**config.mk**
```make
export PLATFORM = sky130hd
export DESIGN_NAME = ppsc_cordic
export DESIGN_NICKNAME = d
export VERILOG_FILES = /design/src/design/pure_pursuit_steering_core_macros.svh /design/src/design/ppsc_pkg.sv /design/src/design/ppsc_cordic.sv
export SDC_FILE = /design/constraint.sdc
export NUM_CORES = 2
export LEC_CHECK = 0
export CORE_MARGIN = 2
export CORE_UTILIZATION = 35
export CTS_CLUSTER_DIAMETER = 40
export DETAILED_ROUTE_END_ITERATION = 10
export DONT_BUFFER_PORTS = 1
export MAX_ROUTING_LAYER = met4
export PLACE_DENSITY = 0.49
export REMOVE_ABC_BUFFERS = 1
export SLEW_MARGIN = 20
export SYNTH_ARGS = -nofsm -noshare
export SYNTH_HDL_FRONTEND = slang
export SYNTH_SLANG_ARGS = --single-unit
```
**constraint.sdc**
```tcl
create_clock -name clk -period 9.05 [get_ports clk]
set_clock_uncertainty 0.15 [all_clocks]
set_input_delay 1.81 -clock clk [delete_from_list [all_inputs] [get_ports clk]]
set_output_delay 1.81 -clock clk [all_outputs]
set_load 0.01 [all_outputs]
```
**src/design/pure_pursuit_steering_core_macros.svh**
```systemverilog
// Assertion macros for the steering core
`ifndef PURE_PURSUIT_STEERING_CORE_MACROS_SVH
`define PURE_PURSUIT_STEERING_CORE_MACROS_SVH

// Check a property on every clock outside reset
`define PPSC_ASSERT(lbl, prop, msg) \
	lbl: assert property (@(posedge clk) disable iff (!arst_n) prop) else $error(msg);

// Check that a condition never holds
`define PPSC_NEVER(lbl, cond, msg) \
	`PPSC_ASSERT(lbl, !(cond), msg)

`endif

```
**src/design/ppsc_pkg.sv**
```systemverilog
// Shared constants, types and tables of the steering core
`default_nettype none
package ppsc_pkg;
	localparam int PATH_DEPTH   = 1024;
	localparam int CORDIC_STEPS = 16;
	localparam int IDX_W        = $clog2(PATH_DEPTH);
	localparam int CNT_W        = IDX_W + 1;
	localparam int SCAN_W       = (CNT_W > 11) ? CNT_W : 11;
	localparam int STEP_W       = $clog2(CORDIC_STEPS);
	localparam int CW           = 44;
	localparam int ZW           = 34;

	localparam logic [31:0] INV_GAIN_Q32 = 32'd2608131496;
	localparam logic [29:0] INV_GAIN_Q30 = 30'd652032874;

	typedef enum logic [1:0] {
		KIND_CLEAR  = 2'd0,
		KIND_APPEND = 2'd1,
		KIND_QUERY  = 2'd2,
		KIND_NONE   = 2'd3
	} kind_t;

	typedef enum logic [1:0] {
		REG_LOOKAHEAD = 2'd0,
		REG_SPEED_MAX = 2'd1,
		REG_SPEED_MIN = 2'd2,
		REG_TURN_MAX  = 2'd3
	} reg_idx_t;

	typedef enum logic {
		CM_VECTOR = 1'b0,
		CM_ROTATE = 1'b1
	} cmode_t;

	typedef struct packed {
		logic   start;
		cmode_t mode;
	} cordic_ctl_t;

	function automatic logic [31:0] atan_entry(input logic [4:0] i);
		logic [31:0] r;
		case (i)
			5'd0:  r = 32'd536870912;
			5'd1:  r = 32'd316933406;
			5'd2:  r = 32'd167458907;
			5'd3:  r = 32'd85004756;
			5'd4:  r = 32'd42667331;
			5'd5:  r = 32'd21354465;
			5'd6:  r = 32'd10679838;
			5'd7:  r = 32'd5340245;
			5'd8:  r = 32'd2670163;
			5'd9:  r = 32'd1335087;
			5'd10: r = 32'd667544;
			5'd11: r = 32'd333772;
			5'd12: r = 32'd166886;
			5'd13: r = 32'd83443;
			5'd14: r = 32'd41722;
			5'd15: r = 32'd20861;
			5'd16: r = 32'd10430;
			5'd17: r = 32'd5215;
			5'd18: r = 32'd2608;
			5'd19: r = 32'd1304;
			5'd20: r = 32'd652;
			5'd21: r = 32'd326;
			5'd22: r = 32'd163;
			5'd23: r = 32'd81;
			5'd24: r = 32'd41;
			5'd25: r = 32'd20;
			5'd26: r = 32'd10;
			5'd27: r = 32'd5;
			5'd28: r = 32'd3;
			5'd29: r = 32'd1;
			5'd30: r = 32'd1;
			default: r = 32'd0;
		endcase
		return r;
	endfunction
endpackage
`default_nettype wire

```
**src/design/ppsc_cordic.sv**
```systemverilog
// Iterative CORDIC: vector magnitude and angle, or sine of an angle
`default_nettype none
module ppsc_cordic (
	input  wire logic                       clk,
	input  wire logic                       arst_n,
	input  wire ppsc_pkg::cordic_ctl_t      ctl,
	input  wire logic signed [32:0]         vec_x,
	input  wire logic signed [32:0]         vec_y,
	input  wire logic signed [31:0]         angle,
	output logic                            done,
	output logic [41:0]                     len,
	output logic [31:0]                     ang,
	output logic signed [31:0]              sin_val
);
	import ppsc_pkg::*;

	typedef enum logic [2:0] {C_IDLE, C_NORM, C_ITER, C_GAIN, C_FIN} cstate_t;

	localparam logic signed [ZW-1:0] HALF_PI = ZW'(64'sd1073741824);
	localparam logic signed [ZW-1:0] FULL_PI = ZW'(64'sd2147483648);

	cstate_t                state_q;
	cmode_t                 mode_q;
	logic signed [CW-1:0]   x_q, y_q;
	logic signed [ZW-1:0]   z_q;
	logic [STEP_W-1:0]      i_q;
	logic [5:0]             k_q;
	logic [63:0]            prod_q;
	logic [41:0]            len_q;
	logic                   done_q;

	logic signed [CW-1:0]   ax, ay, m, xs, ys, xc;
	logic signed [ZW-1:0]   at, ae, z0;
	logic [6:0]             sh;
	logic                   dir;

	always_comb begin
		ax = x_q[CW-1] ? -x_q : x_q;
		ay = y_q[CW-1] ? -y_q : y_q;
		m  = (ax > ay) ? ax : ay;
		xs = x_q >>> i_q;
		ys = y_q >>> i_q;
		xc = x_q[CW-1] ? '0 : x_q;
		at = $signed({2'b00, atan_entry(5'(i_q))});
		ae = ZW'(angle);
		if (ae > HALF_PI) begin
			z0 = FULL_PI - ae;
		end else if (ae < -HALF_PI) begin
			z0 = -FULL_PI - ae;
		end else begin
			z0 = ae;
		end
		dir = (mode_q == CM_VECTOR) ? (y_q > 0) : (z_q >= 0);
		sh  = 7'd22 + 7'(k_q);
	end

	always_ff @(posedge clk or negedge arst_n) begin
		if (!arst_n) begin
			state_q <= C_IDLE;
			mode_q  <= CM_VECTOR;
			done_q  <= 1'b0;
			k_q     <= '0;
			i_q     <= '0;
		end else begin
			done_q <= 1'b0;
			unique case (state_q)
				C_IDLE: begin
					if (ctl.start) begin
						mode_q <= ctl.mode;
						i_q    <= '0;
						k_q    <= '0;
						if (ctl.mode == CM_VECTOR) begin
							x_q     <= CW'(vec_x);
							y_q     <= CW'(vec_y);
							z_q     <= '0;
							state_q <= C_NORM;
						end else begin
							x_q     <= CW'({1'b0, INV_GAIN_Q30});
							y_q     <= '0;
							z_q     <= z0;
							state_q <= C_ITER;
						end
					end
				end
				C_NORM: begin
					if (m == 0) begin
						len_q   <= '0;
						done_q  <= 1'b1;
						state_q <= C_IDLE;
					end else if (m < (CW'(1) <<< 39)) begin
						x_q <= x_q <<< 1;
						y_q <= y_q <<< 1;
						k_q <= k_q + 6'd1;
					end else begin
						if (x_q[CW-1]) begin
							if (!y_q[CW-1]) begin
								x_q <= y_q;
								y_q <= -x_q;
								z_q <= HALF_PI;
							end else begin
								x_q <= -y_q;
								y_q <= x_q;
								z_q <= -HALF_PI;
							end
						end
						state_q <= C_ITER;
					end
				end
				C_ITER: begin
					if (mode_q == CM_VECTOR) begin
						if (dir) begin
							x_q <= x_q + ys;
							y_q <= y_q - xs;
							z_q <= z_q + at;
						end else begin
							x_q <= x_q - ys;
							y_q <= y_q + xs;
							z_q <= z_q - at;
						end
					end else begin
						if (dir) begin
							x_q <= x_q - ys;
							y_q <= y_q + xs;
							z_q <= z_q - at;
						end else begin
							x_q <= x_q + ys;
							y_q <= y_q - xs;
							z_q <= z_q + at;
						end
					end
					i_q <= i_q + STEP_W'(1);
					if (i_q == STEP_W'(CORDIC_STEPS - 1)) begin
						state_q <= C_GAIN;
					end
				end
				C_GAIN: begin
					if (mode_q == CM_VECTOR) begin
						prod_q  <= 64'(xc[41:10]) * 64'(INV_GAIN_Q32);
						state_q <= C_FIN;
					end else begin
						done_q  <= 1'b1;
						state_q <= C_IDLE;
					end
				end
				C_FIN: begin
					len_q   <= 42'(prod_q >> sh);
					done_q  <= 1'b1;
					state_q <= C_IDLE;
				end
				default: state_q <= C_IDLE;
			endcase
		end
	end

	assign done    = done_q;
	assign len     = len_q;
	assign ang     = z_q[31:0];
	assign sin_val = y_q[31:0];
endmodule
`default_nettype wire

```
==> results.txt <==
- Run status: finished clean
- Source-to-sink clock delay at the later pin of the worst-skew pair: 0.67 ns
- Kind of start point of the critical path: flop
- Synthesis handed over a netlist of roughly 6400 instances.
- The cell sitting at the root of the clock tree is a sky130_fd_sc_hd__clkbuf_16.
- MaxCap Viol Count: 0
- Via count: approximately 46000
- Horizontal die dimension: approximately 390 um
- Data on the critical path arrives at its endpoint at roughly 8.8 ns.
* Clock Path Buffers: 3
- For this run, asynchronously set or reset flops after synthesis account for 6.787%.
- Vias in the first global route: around 45000
* Synthesized area per cell: 8.182 um^2
- Clock Pin Slew Worst Setup and Hold Paths: 0.05 ns
- Number of failing setup endpoints in the final timing report: 0
- After synthesis, flip-flops and latches occupy roughly an eighth of the total area.
- Once detail routing completed, the nets flagged for antenna violations numbered 0.
- Number of warnings issued by yosys: 0
- The floorplan step defined a core boundary enclosing 148200 um^2.
* DIE AREA: about 150000 um^2
- GRT Total Usage: between 20% and 30%
- Counting every sink on the clock net gives ~220.
* Number of CTS-inserted buffers: 55
* Port Buf Inserts: 0
* Via count normalized by instance count: 5.686
- The worst path needs 8.559 ns of the cycle, external delays included.
- RSZ-0062 raised after global routing: no
- Achievable frequency: ~0.12 GHz
- Of the available clock period, the critical path in the final layout requires a little over nine tenths.
* First-pass GRT wire length: about 300 mm
- Antenna violations before repair: 19
* Register area: 6579 um^2
* Slew at the pin closest to its max-slew limit: 1.221 ns
- The synthesized design contains about 210 enable-type register cells.
* Max layer used: met4
- The pre-antenna-repair detailed-routing pass consisted of 6 iterations.
- Critical path fanouts, max: 23
- Wire length per cell: between 20 and 25 um
- Top cells by area in the synthesized netlist: sky130_fd_sc_hd__fa_1 17%, sky130_fd_sc_hd__ha_1 15%, sky130_fd_sc_hd__edfxtp_1 12%
- Slew margin rel.: between 15 and 20%
* Hold-fix buffers, CTS: 0
- The worst setup path is captured at a flop.
* CTS tree: built
- Placer's final routability congestion estimate: ~1
- From bottom edge to top edge, the die measures between 300 and 400 um.
- After detailed routing, the number of remaining DRC violations is 0.
- Layout area overhead: 7.437%
- HPWL after detailed placement: between 150 and 200 mm
- The layout has about 15000 filler cells.
- Synth top area share: between 15 and 20%
- Final hold analysis gives a worst-case slack of a little over 0.4 ns.
* Final-stage net count: between 7000 and 8000
* Standard-cell row count: 141
- Ranked by instance count, the synthesized netlist is headed by 927 x sky130_fd_sc_hd__inv_1, 633 x sky130_fd_sc_hd__ha_1, 559 x sky130_fd_sc_hd__nand2_1.
- Aggregate routed wire length: approximately 200 mm
* Share of final-layout standard cells stronger than drive strength 1: ~7%
- Footprint of the multi-input gates: between 40000 and 50000 um^2
- The netlist uses 94 different library cells.
- In the final routing, the length of wire on met1 measures 92.86 mm.
- Met2 wire length: around 87 mm
- Routed length on met3: between 10 and 15 mm
* Synth area leader: sky130_fd_sc_hd__fa_1
* Initial cell density of the core: 35.32%
- Entering global routing, the biggest net connects roughly 140 pins.
- Final hold vios: 0
* CP required: about 9.3 ns
- The max-slew violation count is 0.
- CTS built an H-tree with a depth of 2.
- The worst setup path is of the flop to flop kind.
- Summing every instance area after synthesis gives 52340 um^2.
* GRT Residual Overflow: 0
- Most repeated cell in the gate-level netlist after synthesis: sky130_fd_sc_hd__inv_1
* Iteration-0 DRC count of the detailed router: about 4300
* Number of top-level design ports: around 210
- Synthesis inferred between 200 and 250 register bits.
- For this run, the leading register cell type out of synthesis is sky130_fd_sc_hd__edfxtp_1.
- The worst hold path belongs to the class flop to flop.
==> per-stage QoR <==
stage	setup TNS [ns]	instance area (um^2)	cells	setup slack [ns]	utilization [%]
after global placement	0	54110	8039	0.2496	36.52
after global routing	0	56220	8153	0.01816	37.93
final	0	56230	8159	0.4910	37.94
after detailed placement	0	54120	8039	0.1846	36.52
after floorplan	-725.76	50430	5963	-6.437	-
after CTS	0	56130	8141	0.1617	37.88
==> routing by layer <==
metal  global-route usage (%)  up-vias
met5                        -        -
li1                         -    21550
met4                    5.370        0
met2                    39.30     1616
met3                    3.671      219
met1                    37.37    23010
==> flip-flops by register name, indices dropped and copies added, names as in the netlist, 3 cells and up <==
signal and flops:
prod_q 42, state_q 3, i_q 4, x_q 44
z_q 34, y_q 44, k_q 6, len 42
==> cell usage in the layout, fill, tap and decap left out, types with 126 or more instances in the layout <==
cell type,n
sky130_fd_sc_hd__nand2_1,554
sky130_fd_sc_hd__nor3_1,126
sky130_fd_sc_hd__ha_1,633
sky130_fd_sc_hd__mux2i_1,153
sky130_fd_sc_hd__buf_4,142
sky130_fd_sc_hd__inv_1,925
sky130_fd_sc_hd__nor2_1,424
sky130_fd_sc_hd__xnor2_1,197
sky130_fd_sc_hd__a21oi_1,420
sky130_fd_sc_hd__fa_1,455
sky130_fd_sc_hd__o21ai_0,371
sky130_fd_sc_hd__edfxtp_1,206
==> critical path, stage by stage (launching register included) <==
cell and delay, ns:
sky130_fd_sc_hd__edfxtp_1 0.42, sky130_fd_sc_hd__buf_4 0.26, sky130_fd_sc_hd__nor2b_1 0.25, sky130_fd_sc_hd__buf_4 0.27
sky130_fd_sc_hd__ha_1 0.31, sky130_fd_sc_hd__inv_1 0.17, sky130_fd_sc_hd__fa_1 0.47, sky130_fd_sc_hd__fa_1 0.52
sky130_fd_sc_hd__fa_1 0.52, sky130_fd_sc_hd__inv_1 0.05, sky130_fd_sc_hd__fa_1 0.47, sky130_fd_sc_hd__fa_1 0.56
sky130_fd_sc_hd__fa_1 0.55, sky130_fd_sc_hd__inv_1 0.05, sky130_fd_sc_hd__fa_1 0.54, sky130_fd_sc_hd__inv_1 0.04
sky130_fd_sc_hd__ha_1 0.23, sky130_fd_sc_hd__a21o_1 0.17, sky130_fd_sc_hd__a21o_1 0.17, sky130_fd_sc_hd__a21oi_1 0.22
sky130_fd_sc_hd__or3b_2 0.48, sky130_fd_sc_hd__nor4_2 0.26, sky130_fd_sc_hd__nor3_1 0.15, sky130_fd_sc_hd__nor3_1 0.29
sky130_fd_sc_hd__o21bai_1 0.13, sky130_fd_sc_hd__a21oi_1 0.24, sky130_fd_sc_hd__o21ai_0 0.16, sky130_fd_sc_hd__xor2_1 0.16
==> final timing paths <==
check	slack [ns]	to	depth (start not counted)	from
setup / recovery	0.49	prod_q[50]$_DFFE_PP_	27	x_q[43]$_DFFE_PP_
hold / removal	0.40	state_q[1]$_DFFE_PN0P_	1	state_q[2]$_DFFE_PN0P_
setup reg to reg	0.49	prod_q[50]$_DFFE_PP_	27	x_q[43]$_DFFE_PP_
hold reg to reg	0.40	state_q[1]$_DFFE_PN0P_	1	state_q[2]$_DFFE_PN0P_
max in group asynchronous	7.94	i_q[0]$_DFFE_PN0P_	0	arst_n
min in group asynchronous	0.70	state_q[1]$_DFFE_PN0P_	0	arst_n
==> cell families (layout without fill, tap and decap cells) <==
logic type,count (synthesis),count (layout),share of synthesized area (%)
AO/OA/AOI/OAI,1537,1537,18.84
XOR/XNOR,322,322,5.403
adder cells (fa/ha/maj),1088,1088,32.54
buffers and inverters,1364,1180,10.31
flip-flops,221,221,12.54
multiplexers,238,238,5.857
other,0,16,0
AND/OR/NAND/NOR,1627,1627,14.52
==> layout make-up <==
class | count | area share [%]
diodes | 16 | 0.07120
clock buffers | 61 | 2.488
clock inverters | 41 | 1.101
inverters | 930 | 6.228
multi-input cells | 4812 | 72.01
flip-flops and latches | 221 | 11.70
well taps | 1930 | 4.295
repair buffers | 148 | 2.109
==> repair_timing <==
action	in CTS	in global routing
resized for setup	0	8
buffers inserted	0	2
endpoints found under the hold margin	0	0
setup endpoints to repair	0	7
Power is not shown: default switching activity piles up to over one toggle a cycle in this logic, so the estimate is an artifact.
