## src/design/pure_pursuit_steering_core_macros.svh

```systemverilog
// Assertion macros for the steering core
`ifndef PURE_PURSUIT_STEERING_CORE_MACROS_SVH
`define PURE_PURSUIT_STEERING_CORE_MACROS_SVH

// Check a property on every clock outside reset
`define PPSC_ASSERT(lbl, prop, msg) \
	lbl: assert property (@(posedge clk) disable iff (!arst_n) prop) else $error(msg);

// Check that a condition never holds
`define PPSC_NEVER(lbl, cond, msg) \
	`PPSC_ASSERT(lbl, !(cond), msg)

`endif

```

## src/design/ppsc_div.sv

```systemverilog
// Restoring divider, one quotient bit per cycle
`default_nettype none
module ppsc_div (
	input  wire logic        clk,
	input  wire logic        arst_n,
	input  wire logic        start,
	input  wire logic [63:0] dividend,
	input  wire logic [63:0] divisor,
	output logic             done,
	output logic [63:0]      quotient
);
	logic [64:0] rem_q;
	logic [63:0] quo_q, div_q;
	logic [5:0]  cnt_q;
	logic        busy_q, done_q;
	logic [64:0] shr;
	logic        ge;

	always_comb begin
		shr = {rem_q[63:0], quo_q[63]};
		ge  = shr >= {1'b0, div_q};
	end

	always_ff @(posedge clk or negedge arst_n) begin
		if (!arst_n) begin
			busy_q <= 1'b0;
			done_q <= 1'b0;
			cnt_q  <= '0;
		end else begin
			done_q <= 1'b0;
			if (start) begin
				rem_q  <= '0;
				quo_q  <= dividend;
				div_q  <= divisor;
				cnt_q  <= '0;
				busy_q <= 1'b1;
			end else if (busy_q) begin
				rem_q <= ge ? (shr - {1'b0, div_q}) : shr;
				quo_q <= {quo_q[62:0], ge};
				cnt_q <= cnt_q + 6'd1;
				if (cnt_q == 6'd63) begin
					busy_q <= 1'b0;
					done_q <= 1'b1;
				end
			end
		end
	end

	assign done     = done_q;
	assign quotient = quo_q;
endmodule
`default_nettype wire

```

## config.mk

```make
export PLATFORM = sky130hd
export DESIGN_NAME = ppsc_div
export DESIGN_NICKNAME = d
export VERILOG_FILES = /design/src/design/pure_pursuit_steering_core_macros.svh /design/src/design/ppsc_div.sv
export SDC_FILE = /design/constraint.sdc
export NUM_CORES = 1
export LEC_CHECK = 0
export BUFFER_PORTS_ARGS = -buffer_cell sky130_fd_sc_hd__clkbuf_2
export CAP_MARGIN = 40
export CORE_MARGIN = 5
export CORE_UTILIZATION = 25
export DETAILED_ROUTE_END_ITERATION = 16
export GPL_ROUTABILITY_DRIVEN = 0
export PLACE_DENSITY = 0.47
export SLEW_MARGIN = 20
export SYNTH_ARGS = -nofsm -noshare
export SYNTH_HDL_FRONTEND = slang
export SYNTH_SLANG_ARGS = --single-unit
export TNS_END_PERCENT = 100
```

## constraint.sdc

```tcl
create_clock -name clk -period 9.9 [get_ports clk]
set_input_delay 2.475 -clock clk [delete_from_list [all_inputs] [get_ports clk]]
set_output_delay 2.475 -clock clk [all_outputs]
set_load 0.005 [all_outputs]
```

==> metrics.txt, run 1 <==
largest net degree at the start of global routing 72; R2R Setup Slk 5.49 ns; CTS tree done; register area 5969 um^2; grt total ovfl 0; clk root buf clkbuf_16; Tcrit/Tclk final 0.4456; I/O pins 196; clk slew on worst S/H paths 0.08 ns; Worst R2R End rem_q[61]; Post-Synthesis Cells 1218; nets@finish 1579; Worst VDD drop 125.8 uV; Fillers 5193; vias in the first global route 9998; Clock Skews 0.01268 ns; main flop type after synthesis edfxtp_1; Worst slew margin 0.4799; area delta synth->final 18.79%; Cells after DPL 2025; first-pass GRT wire length 55900 um; port bufs 195; CP max FO 38; ys async rst share 0.04000; Mean Syn Cell Area 10.24 um^2; Setup crit start kind flop; Starting Density 0.2536; Slew @ Worst Pin 0.7701 ns; detail-routed via count per cell 4.776; HP Class flop to flop; number of nets still failing antenna checks after routing 0; max-slew violation count 0; FF+latch count, synth 200; final wirelength 35610 um; WP data arrival 4.71 ns; crit path kind flop to flop; Cell variety after synth 69; # H-tree levels 4; met1 Track Usage GR 0.1716; status finished, final reports clean; hold path startpoint cnt_q[1]; floorplan row count 81; syn nets 1415; Skew-Pair Late Insertion Delay 0.49 ns; RR Startpoint rem_q[10]; R2R depth 11; chip width 233.3 um; Core ar. 49150 um^2; total track usage 0.1310; # Post-CTS Setup Buffers 0; final hold viol count 0; Leakage 6.089 nW; worst-case clock buffer depth 2; Pwr per Cell Area 183.5 nW/um^2; gr busiest metal met2; chip height 233.3 um; Worst Setup End Kind flop; endpoints failing setup 0; CTS Hold Buffers Added 0; minimum clock period 4.411 ns; EDFF count, synth 192; Worst Path Required 10.20 ns; synthesized area 12470 um^2; post-synthesis sequential area ratio 0.4785; Max Clock Freq 226.7 MHz; dpl hpwl 26270 um; total of max-cap violations 0; DRT iter0 DRCs 534; fin cells 2060; # clock sinks 200; drt wl/cell 17.29 um; Yosys Warn Count 0; CTS Buf Count 17; RSZ-0062 raised after global routing false; share of layout cells above drive strength 1 0.2323; initial antenna violation count 3; met2 usage in global routing 0.2071; Worst Hold Depth 2; post_cts resized 0; grt met3 use 0.04072; die area 54430 um^2; worst hold endpoint cnt_q[1]; Residual DRC 0; final setup TNS 0 ns; footprint of the multi-input gates 5973 um^2; drt pass-1 iters 5; via count 9839
power by group:
part	switching, mW	internal [mW]	total [mW]
sequential	0.0558	1.03	1.09
clock	0.357	0.430	0.787
combinational	0.491	0.349	0.840
worst max path at each step:
stage	start	endpoint	slack, ns	cells past startpoint
final	rem_q[10]	rem_q[61]	5.49	11
after global routing	rem_q[10]	rem_q[59]	5.22	11
after CTS	start	quotient[24]	5.44	5
after detailed placement	start	quotient[59]	4.87	5
after global placement	start	quotient[58]	4.92	5
after floorplan	start	quotient[0]	3.71	3
area by class of cell:
type / count / area share
Multi-Input combinational cell: 880 / 0.4033
Inverter: 78 / 0.01977
Antenna cell: 1 / 0.0001690
Clock inverter: 14 / 0.01419
Tap cell: 664 / 0.05610
Timing Repair Buffer: 205 / 0.07435
Clock buffer: 18 / 0.02898
Sequential cell: 200 / 0.4031
placed cells by master, fill, tap and decap left out, types with 5 or more instances in the layout:
cell	netlist	layout
inv_1	77	77
buf_4	2	9
ha_1	65	65
a211oi_1	10	10
or3_1	10	10
nand2_1	162	162
nor2_1	104	104
and2_1	8	7
a311oi_1	39	39
clkbuf_16	0	17
nand4_1	28	28
clkbuf_2	0	193
edfxtp_1	192	192
and3_1	7	7
nor2b_1	8	7
o21ai_0	49	49
mux2_2	64	64
a31oi_1	12	12
a21o_1	44	44
o211ai_1	5	5
xnor2_1	36	36
o31a_1	6	6
a21oi_1	80	80
nand3_1	12	12
dfrtp_1	8	7
o21bai_1	14	14
o21a_1	7	7
xor2_1	20	20
nand2b_1	7	7
a311oi_2	9	9
nor3_1	12	12
synth_stat cells (all sizes together) (8+ instances only):
master,number,share of area
nor2b,8,0.0040
clkbuf,48,0.014
nand2,163,0.049
a211oi,11,0.0076
nand4,28,0.014
o21ai,53,0.022
xor2,20,0.014
nor3,12,0.0048
a21oi,81,0.033
ha,65,0.065
buf,12,0.0056
a21o,44,0.026
mux2,64,0.058
or3,11,0.0059
a311oi,48,0.038
nor2,105,0.032
xnor2,36,0.025
dfrtp,8,0.016
edfxtp,192,0.46
o21bai,14,0.0084
inv,77,0.023
and2,8,0.0040
a31oi,12,0.0060
nand3,12,0.0048
cell families after synthesis:
kind of cell,after synthesis,share of synthesized area
DFF,200,0.4785
AOI/OAI and AO/OA,314,0.1761
adders and majority gates,66,0.06684
buffers and inverters,138,0.04356
muxes,67,0.06022
and+or+nand+nor,377,0.1354
xor gates and xnor gates,56,0.03934
worst max-delay path, stage by stage (launching register included):
cell      delay (ns)
edfxtp_1        0.42
ha_1            0.42
a211oi_1        0.13
a31oi_1         0.42
o21ai_2         0.18
or3_4           0.45
a211o_1         0.39
a211o_1         0.41
nand2_2         0.42
buf_4           0.53
nand3_1         0.15
a311oi_1        0.29
through the flow:
step	instance area [um^2]	util	power [mW]	hold WS [ns]	setup slack, ns
2_1_floorplan	12470	-	1.707	0.5133	3.707
3_3_place_gp	14100	0.2869	1.943	0.5326	4.921
3_5_place_dp	14120	0.2873	1.947	0.5468	4.866
4_1_cts	14760	0.3003	2.753	0.5617	5.440
5_1_grt	14810	0.3012	2.884	0.5936	5.224
6_report	14810	0.3013	2.718	0.5597	5.489
routing by layer:
metal | routed length [um] | vias to the layer above
met3 | 2217 | 37
li1 | - | 4836
met2 | 16230 | 250
met1 | 16620 | 4710
met4 | 512 | 6
met5 | 34 | -
flip-flops by register name (all words and copies together), names as in the netlist:
name      flops
busy_q        1
cnt_q         6
div_q        64
done          1
quotient     64
rem_q        64
Power figures use the tool's default switching activity.
==> run 2: changes to the inputs <==
==> constraint.sdc (replaced) <==
create_clock -name clk -period 4.6 [get_ports clk]
set_input_delay 1.15 -clock clk [delete_from_list [all_inputs] [get_ports clk]]
set_output_delay 1.15 -clock clk [all_outputs]
set_load 0.005 [all_outputs]
==> run 2 against run 1 <==
Net effect: count of clock-buffer cells in the layout decreased by 1; cell area increased by 0.10%; die area unchanged; sequential power increased by 110%; critical path depth unchanged; clock skew increased by 0.0011 ns; register-to-register slack got worse by 4.9 ns; highest routed layer unchanged.
==> metrics.txt, run 2 (same netlist as run 1, synthesis figures left out) <==
Worst Setup End Kind flop; Max Clock Freq 248.0 MHz (+9.4%); Tcrit/Tclk final 0.8766 (+0.4310); floorplan row count 81 (unchanged); final hold viol count 0 (unchanged); area delta synth->final 18.91%; detail-routed via count per cell 4.759 (-0.37%); number of antenna diodes 0 (-1); Clock Skews 0.01378 ns (+0.001102 ns); Setup crit start kind flop; nets@finish 1583 (+0.25%); WP data arrival 4.35 ns (-0.36 ns); drt wl/cell 17.37 um (+0.49%); status finished, final reports clean; Residual DRC 0 (unchanged); Top delay family on crit path compound AO/OA/AOI/OAI gates; chip width 233.3 um (unchanged); RSZ-0062 raised after global routing false; first-pass GRT wire length 56430 um (+0.94%); vias in the first global route 10040 (+0.43%); CTS Hold Buffers Added 0 (unchanged); commonest non-fill, non-tap cell in the layout clkbuf_2; CTS Buf Count 17 (unchanged); drt pass-1 iters 5 (unchanged); # Post-CTS Setup Buffers 0 (unchanged); Worst VDD drop 277.3 uV (+120%); worst-case clock buffer depth 2 (unchanged); crit path buf inv count 1 (unchanged); I/O pins 196 (unchanged); Worst slew margin 0.4457 (-0.03415); final setup TNS 0 ns (unchanged); # H-tree levels 4 (unchanged); slowest stage delay, CP 0.46 ns (-0.07 ns); CP max FO 47 (+24%); grt total ovfl 0 (unchanged); endpoints failing setup 0 (unchanged); DP Area 14200 um^2 (+0.55%); dpl hpwl 26830 um (+2.1%); via count 9817 (-0.22%); Skew-Pair Late Insertion Delay 0.50 ns (about the same); total track usage 0.1328 (+0.001780); number of nets still failing antenna checks after routing 0 (unchanged); initial antenna violation count 1 (-2); most frequent cells in the layout clkbuf_2 (193), edfxtp_1 (192), nand2_1 (162), nor2_1 (104), a21oi_1 (80); largest net degree at the start of global routing 66 (-8.3%); clk slew on worst S/H paths 0.08 ns (about the same); slowest CP cell or3_1; Worst Path Required 4.92 ns (-5.28 ns); clk root buf clkbuf_16; minimum clock period 4.032 ns (-0.3787 ns); Pwr per Cell Area 389.5 nW/um^2 (+110%); Core ar. 49150 um^2 (unchanged); final wirelength 35840 um (+0.64%); Slew @ Worst Pin 0.8314 ns (+0.06131 ns); design area 14820 um^2 (+0.10%); HP Class flop to flop; Leakage 6.097 nW (+0.14%); chip height 233.3 um (unchanged); crit-path cells ha_1 -> a211oi_1 -> a31oi_1 -> o21ai_2 -> or3_4 -> a211o_1 -> a211oi_4 -> nor2_4 -> buf_4 -> or3_1 -> a311oi_1; DRT iter0 DRCs 638 (+19%); Finished Core Util 0.3016 (+0.0003060); port bufs 195 (unchanged); # clock sinks 200 (unchanged); max-slew violation count 0 (unchanged); share of layout cells above drive strength 1 0.2352 (+0.002910); CTS tree done; die area 54430 um^2 (unchanged); post_cts resized 0 (unchanged); crit path kind flop to flop; Starting Density 0.2536 (unchanged); total of max-cap violations 0 (unchanged)
[run 2: through the flow]
step                      std cells  power [mW]  setup slack [ns]  hold WS (ns)
after global placement         2028       4.201            0.6331        0.5385
final                          2063       5.774            0.5676        0.5638
after CTS                      2063       5.857            0.5588        0.5588
after floorplan                1218       3.674            0.9094        0.5133
after detailed placement       2031       4.209            0.5931        0.5408
after global routing           2063       6.157            0.3719        0.5909
[run 2: worst paths after layout]
check / startpoint / endpoint / slack [ns] / depth (start not counted)
hold / removal: cnt_q[5] / cnt_q[5] / 0.56 / 2
max in group asynchronous: arst_n / busy_q / 3.17 / 3
setup reg to reg: rem_q[10] / rem_q[54] / 0.57 / 11
setup / recovery: rem_q[10] / rem_q[54] / 0.57 / 11
min in group asynchronous: arst_n / cnt_q[5] / 1.20 / 3
hold reg to reg: cnt_q[5] / cnt_q[5] / 0.56 / 2
[run 2: cell type report]
type,count,area [um^2]
flip-flops and latches,200,5969
clock inverters,15,201.4
well taps,664,830.8
inverters,78,292.8
fillers,5150,34330
multi-input cells,880,5973
repair buffers,209,1131
clock buffers,17,425.4
[run 2: worst reg2reg max path, stage by stage, from the launching register on]
cell	delay [ns]
edfxtp_1	0.42
ha_1	0.43
a211oi_1	0.13
a31oi_1	0.37
o21ai_2	0.18
or3_4	0.44
a211o_1	0.38
a211oi_4	0.36
nor2_4	0.07
buf_4	0.32
or3_1	0.48
a311oi_1	0.28
[run 2: per-layer routing]
layer | global-route usage | vias to the layer above | wire (um)
met2 | 0.2077 | 233 | 16280
met5 | 0 | - | 13
met4 | 0.04929 | 2 | 660
met3 | 0.03890 | 41 | 2309
met1 | 0.1744 | 4709 | 16580
li1 | - | 4832 | -
[run 2: power breakdown]
part	switching, mW	leakage [nW]	internal [mW]
clock	0.820	0.299	0.786
combinational	1.07	3.81	0.756
sequential	0.114	1.98	2.23
total	2.00	6.10	3.77
==> run 3: changes to the inputs <==
--- a/config.mk
+++ b/config.mk
@@ -11,7 +11,6 @@
 export CORE_UTILIZATION = 25
 export DETAILED_ROUTE_END_ITERATION = 16
 export GPL_ROUTABILITY_DRIVEN = 0
-export PLACE_DENSITY = 0.47
 export SLEW_MARGIN = 20
 export SYNTH_ARGS = -nofsm -noshare
 export SYNTH_HDL_FRONTEND = slang
==> run 3 against run 2 <==
Net effect: count of clock-buffer cells in the layout up 3; total power fell by 0.16%; first-iteration DRC count is 25% higher; critical path depth did not move; die area stayed put; maximum frequency increased by 1.4%; combinational power about the same; worst hold slack better by 0.0024 ns; clock skew grew 0.0062 ns.
==> metrics.txt, run 3 (same netlist as run 1, synthesis figures left out) <==
status finished, final reports clean; post_cts resized 0 (unchanged); worst-case clock buffer depth 2 (unchanged); crit path buf inv count 1 (unchanged); share of layout cells above drive strength 1 0.2341 (-0.001095); number of nets still failing antenna checks after routing 0 (unchanged); drt pass-1 iters 5 (unchanged); dpl hpwl 25980 um (-3.2%); Top delay family on crit path compound AO/OA/AOI/OAI gates; slowest CP cell ha_1; footprint of the multi-input gates 5973 um^2 (unchanged); port bufs 195 (unchanged); CTS tree done; endpoints failing setup 0 (unchanged); drt wl/cell 16.80 um (-3.3%); final wirelength 34670 um (-3.3%); first-pass GRT wire length 54610 um (-3.2%); # clock sinks 200 (unchanged); Worst VDD drop 237.7 uV (-14%); DRT iter0 DRCs 800 (+25%); crit-path cells ha_1 -> a211oi_1 -> a31oi_1 -> o21ai_2 -> or3_4 -> a211o_1 -> a211o_1 -> nand2_2 -> buf_4 -> mux2i_1 -> a211oi_1; Core ar. 49150 um^2 (unchanged); area delta synth->final 18.89% (about the same); chip width 233.3 um (unchanged); final setup TNS 0 ns (unchanged); Max Clock Freq 251.5 MHz (+1.4%); Setup crit start kind flop; detail-routed via count per cell 4.802 (+0.91%); commonest non-fill, non-tap cell in the layout clkbuf_2; Worst Setup End Kind flop; nets@finish 1581 (-0.13%); slowest stage delay, CP 0.43 ns (-0.03 ns); design area 14820 um^2 (about the same); clk slew on worst S/H paths 0.09 ns (about the same); CP max FO 18 (-62%); total track usage 0.1269 (-0.005871); worst setup margin 0.6246 ns (+0.05697 ns); final hold viol count 0 (unchanged); Residual DRC 0 (unchanged); Clock Skews 0.02003 ns (+0.006250 ns); grt total ovfl 0 (unchanged); HP Class input port to async pin; # H-tree levels 4 (unchanged); DP Worst Slack 0.6740 ns (+0.08087 ns); most frequent cells in the layout clkbuf_2 (193), edfxtp_1 (192), nand2_1 (162), nor2_1 (104), a21oi_1 (80); register area 5969 um^2 (unchanged); max-slew violation count 0 (unchanged); fin cells 2064 (+0.048%); Worst slew margin 0.4399 (-0.005834); DP Area 14190 um^2 (about the same); minimum clock period 3.975 ns (-0.05697 ns); CTS Hold Buffers Added 0 (unchanged); vias in the first global route 9913 (-1.3%); chip height 233.3 um (unchanged); Leakage 6.100 nW (about the same); RSZ-0062 raised after global routing false; crit path kind flop to flop; Starting Density 0.2536 (unchanged); Worst Path Required 4.77 ns (-0.15 ns); via count 9911 (+0.96%); I/O pins 196 (unchanged); # Post-CTS Setup Buffers 0 (unchanged); Tcrit/Tclk final 0.8642 (-0.01238); die area 54430 um^2 (unchanged); CTS Buf Count 17 (unchanged); initial antenna violation count 4 (+3); largest net degree at the start of global routing 135 (+100%); Cells after DPL 2029 (-0.098%); Fillers 5100 (-0.97%); Pwr per Cell Area 388.9 nW/um^2 (-0.15%); floorplan row count 81 (unchanged); total of max-cap violations 0 (unchanged); WP data arrival 4.15 ns (-0.20 ns); Slew @ Worst Pin 0.8402 ns (+0.008751 ns); clk root buf clkbuf_16; Skew-Pair Late Insertion Delay 0.47 ns (-0.03 ns)
run 3: cell types whose count changed in the layout (fill, tap and decap cells not counted), sizes merged:
| cell | change |
|---|---|
| diode | +3 |
| clkinv | -2 |
| buf | -2 |
| bufinv | -1 |
| inv | +1 |
| clkbuf | +3 |
| clkinvlp | -1 |
run 3: worst paths after layout:
check / start / endpoint / slack (ns) / cells past startpoint
max in group asynchronous: arst_n / done / 2.75 / 3
worst max register to register: rem_q[10] / rem_q[29] / 0.62 / 11
min in group clk: cnt_q[5] / cnt_q[5] / 0.57 / 2
worst max-delay path: rem_q[10] / rem_q[29] / 0.62 / 11
worst min register to register: cnt_q[5] / cnt_q[5] / 0.57 / 2
worst min-delay path: arst_n / cnt_q[0] / 0.57 / 1
run 3: metrics by stage:
stage	utilization	hold slack, ns	power (mW)
4_1_cts	0.3014	0.5526	5.807
6_report	0.3015	0.5662	5.764
5_1_grt	0.3014	0.5609	6.102
3_3_place_gp	0.2878	0.5358	4.160
2_1_floorplan	-	0.5133	3.674
3_5_place_dp	0.2887	0.5536	4.194
run 3: report_power, final:
group | switching, mW | total [mW] | internal [mW]
Combinational | 1.06 | 1.83 | 0.769
Clock | 0.779 | 1.59 | 0.815
Sequential | 0.118 | 2.34 | 2.23
run 3: layout make-up:
type,count,share of cell area
Clock buffer,20,0.03377
Multi-Input combinational cell,880,0.4030
Sequential cell,200,0.4028
Inverter,78,0.01975
Antenna cell,3,0.0005065
Tap cell,664,0.05605
Clock inverter,12,0.008188
Timing Repair Buffer,207,0.07598
run 3: metal layers:
layer	up-vias	wire, um	global-route usage
met5	-	27	0
met4	4	413	0.03120
met3	35	2406	0.03999
met2	291	16440	0.2098
met1	4736	15390	0.1621
li1	4845	-	-
